`config.mk`:
```
export PLATFORM = sky130hd
export DESIGN_NAME = thp_out_fifo
export DESIGN_NICKNAME = d
export VERILOG_FILES = /design/src/hw/rtl/thp_pkg.sv /design/src/hw/rtl/thp_out_fifo.sv
export VERILOG_INCLUDE_DIRS = /design/src /design/src/hw/rtl
export SDC_FILE = /design/constraint.sdc
export NUM_CORES = 1
export LEC_CHECK = 0
export BUFFER_PORTS_ARGS = -buffer_cell sky130_fd_sc_hd__buf_2
export CAP_MARGIN = 25
export CORE_MARGIN = 2
export CORE_UTILIZATION = 57
export CTS_CLUSTER_SIZE = 30
export DETAILED_ROUTE_END_ITERATION = 12
export GPL_TIMING_DRIVEN = 1
export PLACE_DENSITY = 0.84
export SYNTH_ARGS = -nofsm -noshare
export SYNTH_HDL_FRONTEND = slang
export SYNTH_SLANG_ARGS = --single-unit
```
`constraint.sdc`:
```
create_clock -name clk -period 3.7 [get_ports clk]
set_input_delay 0.185 -clock clk [delete_from_list [all_inputs] [get_ports clk]]
set_output_delay 0.185 -clock clk [all_outputs]
set_load 0.02 [all_outputs]
```
`src/hw/rtl/assert_macros.svh`:
```
// Assertion macros shared by the RTL modules.
// No dependencies; empty bodies when SYNTHESIS is defined.
`ifndef ASSERT_MACROS_SVH
`define ASSERT_MACROS_SVH
`ifndef SYNTHESIS
`define ASSERT_PROP(lbl, clk, rst_n, prop) \
    lbl: assert property (@(posedge clk) disable iff (!rst_n) prop) \
        else $error("assertion failed");
`define ASSERT_NEVER(lbl, clk, rst_n, expr) \
    lbl: assert property (@(posedge clk) disable iff (!rst_n) !(expr)) \
        else $error("forbidden condition seen");
`else
`define ASSERT_PROP(lbl, clk, rst_n, prop)
`define ASSERT_NEVER(lbl, clk, rst_n, expr)
`endif
`endif

```
`src/hw/rtl/thp_pkg.sv`:
```
// Shared constants, types and helpers of the projection histogram.
// No dependencies.
package thp_pkg;

    localparam int MAX_COLUMNS = 1024;
    localparam int MAX_ROWS    = 1024;
    localparam int COL_W       = $clog2(MAX_COLUMNS);
    localparam int CPOS_W      = COL_W + 1;
    localparam int CMP_W       = 14;

    localparam int PIX_W    = 8;
    localparam int SUB_W    = 4;
    localparam int CEN_W    = 11;
    localparam int ROWS_W   = 11;
    localparam int BCOL_W   = 10;
    localparam int ROWNUM_W = 10;
    localparam int CNT_W    = 11;
    localparam int TOT_W    = 21;

    localparam int CFG_IDX_W = 2;
    localparam int CFG_W     = 11;
    localparam int IN_DATA_W  = 24;
    localparam int OUT_DATA_W = 80;
    localparam int OUT_PAD_W  = OUT_DATA_W - (ROWNUM_W + 2 * CNT_W + 2 * TOT_W);

    localparam int FIFO_DEPTH = 4;
    localparam int FPTR_W     = $clog2(FIFO_DEPTH);
    localparam int FLVL_W     = FPTR_W + 1;

    localparam logic [CNT_W-1:0] CNT_MAX = '1;
    localparam logic [TOT_W-1:0] TOT_MAX = '1;

    localparam logic [PIX_W-1:0]  THRESHOLD_RST = 8'hef;
    localparam logic [SUB_W-1:0]  SUBSAMPLE_RST = 4'h1;
    localparam logic [CEN_W-1:0]  CENTER_RST    = 11'd512;
    localparam logic [ROWS_W-1:0] ROWS_RST      = 11'd1024;

    typedef enum logic [1:0] {
        MODE_PIXEL = 2'd0,
        MODE_FRAME = 2'd1,
        MODE_READ  = 2'd2,
        MODE_NONE  = 2'd3
    } mode_t;

    typedef enum logic [CFG_IDX_W-1:0] {
        CFG_THRESHOLD = 2'd0,
        CFG_SUBSAMPLE = 2'd1,
        CFG_CENTER    = 2'd2,
        CFG_ROWS      = 2'd3
    } cfg_idx_t;

    typedef enum logic {
        KIND_ROW = 1'b0,
        KIND_BIN = 1'b1
    } kind_t;

    typedef struct packed {
        logic             tag;
        logic [CNT_W-1:0] cnt;
    } bin_ent_t;

    typedef struct packed {
        logic             hit;
        logic             tag;
        logic [COL_W-1:0] addr;
    } bin_upd_t;

    typedef struct packed {
        kind_t               kind;
        logic [ROWNUM_W-1:0] row_number;
        logic [CNT_W-1:0]    row_hits;
        logic [TOT_W-1:0]    left_count;
        logic [TOT_W-1:0]    right_count;
        logic                frame_done;
        logic [CNT_W-1:0]    bin_value;
    } res_t;

    function automatic logic [CNT_W-1:0] cnt_inc(input logic [CNT_W-1:0] v);
        return (v == CNT_MAX) ? v : v + 1'b1;
    endfunction

    function automatic logic [TOT_W-1:0] tot_inc(input logic [TOT_W-1:0] v);
        return (v == TOT_MAX) ? v : v + 1'b1;
    endfunction

endpackage

```
`src/hw/rtl/thp_out_fifo.sv`:
```
// Result word queue in front of the master port.
// Depends on thp_pkg and assert_macros.svh.
`include "assert_macros.svh"
module thp_out_fifo (
    input  logic                        clk,
    input  logic                        rst_n,
    input  logic                        push,
    input  thp_pkg::res_t               push_data,
    input  logic                        pop_ready,
    output logic                        out_valid,
    output thp_pkg::res_t               out_data,
    output logic [thp_pkg::FLVL_W-1:0]  level
);

    thp_pkg::res_t                 buf_mem [thp_pkg::FIFO_DEPTH];
    logic [thp_pkg::FPTR_W-1:0]    wr_ptr_reg;
    logic [thp_pkg::FPTR_W-1:0]    rd_ptr_reg;
    logic [thp_pkg::FLVL_W-1:0]    level_reg;
    logic                          pop;

    assign out_valid = (level_reg != '0);
    assign out_data  = buf_mem[rd_ptr_reg];
    assign level     = level_reg;
    assign pop       = out_valid && pop_ready;

    always_ff @(posedge clk)
    begin
        if (push)
        begin
            buf_mem[wr_ptr_reg] <= push_data;
        end
    end

    always_ff @(posedge clk or negedge rst_n)
    begin
        if (!rst_n)
        begin
            wr_ptr_reg <= '0;
            rd_ptr_reg <= '0;
            level_reg  <= '0;
        end
        else
        begin
            if (push)
            begin
                wr_ptr_reg <= wr_ptr_reg + 1'b1;
            end
            if (pop)
            begin
                rd_ptr_reg <= rd_ptr_reg + 1'b1;
            end
            if (push && !pop)
            begin
                level_reg <= level_reg + 1'b1;
            end
            else if (pop && !push)
            begin
                level_reg <= level_reg - 1'b1;
            end
        end
    end

    `ASSERT_NEVER(a_fifo_overflow, clk, rst_n,
        push && !pop && (level_reg == thp_pkg::FLVL_W'(thp_pkg::FIFO_DEPTH)))

endmodule
```
==> flow_metrics.py <==
metrics = {
    "cts": {
        "cts_buffers": 29,
        "cts_buffer_depth": 3,
        "post_cts_buffers": 0,
        "cts.htree.levels": 1,
        "cts-root-buf": "clkbuf_16",
        "clkTransAtPathRegs_ns": 0.06,
        "tritoncts": "yes",
        "clock-sinks": 311,
        "cts_resized": 0,
        "clk_latency_ns": 0.52,
        "cts_hold_buf": 79,
    },
    "global_route": {
        "grt_antenna_before_repair": 0,
        "overflow": 0,
        "grt_max_degree": 56,
        "grt_pass1_vias": 5973,
        "grt.total_usage_pct": 20.2,
        "grt_first_pass_wirelength_um": 32900,
    },
    "synth": {
        "synth_flop_cell": "edfxtp_1",
        "ys_seq_area_share_pct": 81.9,
        "synth_warnings": 0,
        "yosys.cell_types.count": 21,
        "ys_ff_latch": 311,
        "synthCells": 431,
        "synthTopCellsByArea": "edfxtp_1 (80%), mux4_2 (15%), dfrtp_1 (1.5%)",
        "yosysMostFrequentCell": "edfxtp_1",
        "avgSynthCellArea_um2": 26.4,
        "syn-cell-area_um2": 11400,
        "synth_edf_count": 304,
        "synth_nets": 517,
        "synthTopCellsByCount": "edfxtp_1 (304), mux4_2 (76), buf_2 (8), dfrtp_1 (7), ha_1 (5)",
        "post-synth-top-area-cell": "edfxtp_1",
        "yosysTopAreaCellShare_pct": 80.3,
        "ys_async_sr_fraction_pct": 2.25,
    },
    "routing": {
        "drt_pre_antenna_iters": 5,
        "top_layer": "met4",
        "drt-total-wl_um": 21100,
        "vias": 5388,
        "drtIter0Drc": 420,
        "wl_met2_um": 10900,
        "ant_nets": 0,
        "viasPerCell": 5.51,
        "wl_met1_um": 8330,
        "routedWlPerCell_um": 21.6,
        "wl_met3_um": 1490,
        "drc": 0,
    },
    "layout": {
        "drive_above_1_share_pct": 40.6,
        "fin_area_um2": 14200,
        "largest_reg_flops": 304,
        "syn_to_final_growth_pct": 25.1,
        "n_antenna_cell": 0,
        "nNetsFinal": 776,
        "fillers": 1137,
    },
    "place": {
        "globalplace.congestion": 0.749,
        "port_buffers": 159,
        "hpwl_um": 12100,
        "place_area_um2": 12500,
    },
    "setup_path": {
        "r2r_start": "level[0]",
        "crit_start": "rd_ptr_reg[0]",
        "cp_slowest_stage_delay_ns": 0.80,
        "endpoint_kind": "primary output",
        "start_kind": "flop",
        "worst_ep_arrival_time_ns": 2.53,
        "crit_family": "flip-flops",
        "path_class": "flop to primary output",
        "cp.required_ns": 3.51,
        "crit_buf_inv": 2,
        "cp_max_fo": 40,
        "worstPathCellList": "buf_12 -> mux4_2 -> buf_2",
        "critPathSlowestCell": "dfrtp_4",
    },
    "sta": {
        "rsz0062_at_grt": "false",
        "setup_viol": 0,
        "hold_viol_final": 0,
        "relSlewSlack_pct": 42.5,
        "finalMaxSlewViolations": 0,
        "setup_tns_ns": 0,
        "fmax_mhz": 369,
        "tightestPinTransition_ns": 0.862,
        "min_period_ns": 2.71,
        "min_period_over_period_pct": 73.3,
        "fin_skew_ns": 0.00557,
    },
    "floorplan": {
        "die_area_um2": 21100,
        "die_h_um": 145,
        "io_pins": 160,
        "design.core.area_um2": 19500,
        "die_w_um": 145,
        "rows": 51,
        "initial_core_util_pct": 58.2,
    },
    "min_path": {
        "hold_path_class": "primary input to async pin",
    },
    "pwr": {
        "total_power_mw": 11.2,
        "p_per_area_nw_per_um2": 787,
        "p_leak_nw": 4.93,
        "peakVddDrop_mv": 0.584,
    },
    "run_status": {
        "status": "finished, final reports clean",
    },
    "job": {
        "cap_violations": 0,
    },
}
[worst register-to-register path: cells and delay by family (launching register included)]
kind	cells	cell delay (ns)
DFF	1	0.44
adders and majority gates	2	0.57
buffers and inverters	1	0.07
and+or+nand+nor	3	0.68
xor gates and xnor gates	2	0.33
[worst paths after layout]
check	endpoint	slack, ns	cells after the start
worst min register to register	level[2]	0.51	1
worst min-delay path	rd_ptr_reg[0]	0.06	2
min in group clk	buf_mem[3][20]	0.42	2
worst max-delay path	out_data[60]	0.99	3
max in group asynchronous	rd_ptr_reg[1]	3.47	2
worst max register to register	level[2]	1.53	8
[area by class of cell]
type	instances	area, um^2	area share [%]
repair buffers	246	1740	12.2
well taps	265	332	2.33
clock inverters	14	116	0.818
flip-flops and latches	311	9310	65.5
multi-input cells	99	1920	13.5
inverters	3	11.3	0.0792
clock buffers	39	793	5.58
[report_power, final]
part           switching [mW]  internal (mW)  total (mW)
registers               0.330           4.61        4.94
clock network            1.16           1.63        2.79
logic                    1.97           1.49        3.46
total                    3.46           7.74        11.2
[through the flow]
step                utilization [%]  setup slack (ns)  hold WS, ns  cells
floorplan                         -             0.863       -0.111    431
global placement               63.6              1.50       0.0241    841
detailed placement             64.1              1.49       0.0282    845
CTS                            72.8             0.912      0.00345    977
global route                   72.8             0.819       0.0654    977
finish                         72.8             0.988       0.0646    977
[cell usage in the layout, fill, tap and decap left out, drive strengths merged]
| cell type | Yosys | layout |
|---|---|---|
| and2 | 4 | 4 |
| buf | 15 | 167 |
| bufinv | 0 | 2 |
| clkbuf | 3 | 39 |
| clkinv | 0 | 10 |
| clkinvlp | 0 | 2 |
| dfrtp | 7 | 7 |
| dlygate4sd3 | 0 | 79 |
| edfxtp | 304 | 304 |
| fa | 1 | 1 |
| ha | 5 | 5 |
| inv | 3 | 3 |
| mux2 | 1 | 1 |
| mux4 | 76 | 76 |
| nand2 | 2 | 2 |
| nand3 | 1 | 1 |
| nor2 | 1 | 1 |
| o21ai | 1 | 1 |
| or3 | 1 | 1 |
| xnor2 | 3 | 3 |
| xor2 | 3 | 3 |
[metal layers]
metal,GRT usage (%),up-vias
li1,-,2367
met1,27.6,2764
met2,34.5,224
met3,4.28,33
met4,4.36,0
met5,0,-
[kinds of logic (layout without fill, tap and decap cells)]
kind of cell,Yosys count,after routing,synth area share [%]
flip-flops,311,311,81.9
XOR/XNOR,6,6,0.462
multiplexers,77,77,15.2
AND/OR/NAND/NOR,9,9,0.418
buffers and inverters,21,302,1.33
adder cells (fa/ha/maj),6,6,0.727
AO/OA/AOI/OAI,1,1,0.0440
Note: power is estimated with default switching activity, not from simulation.
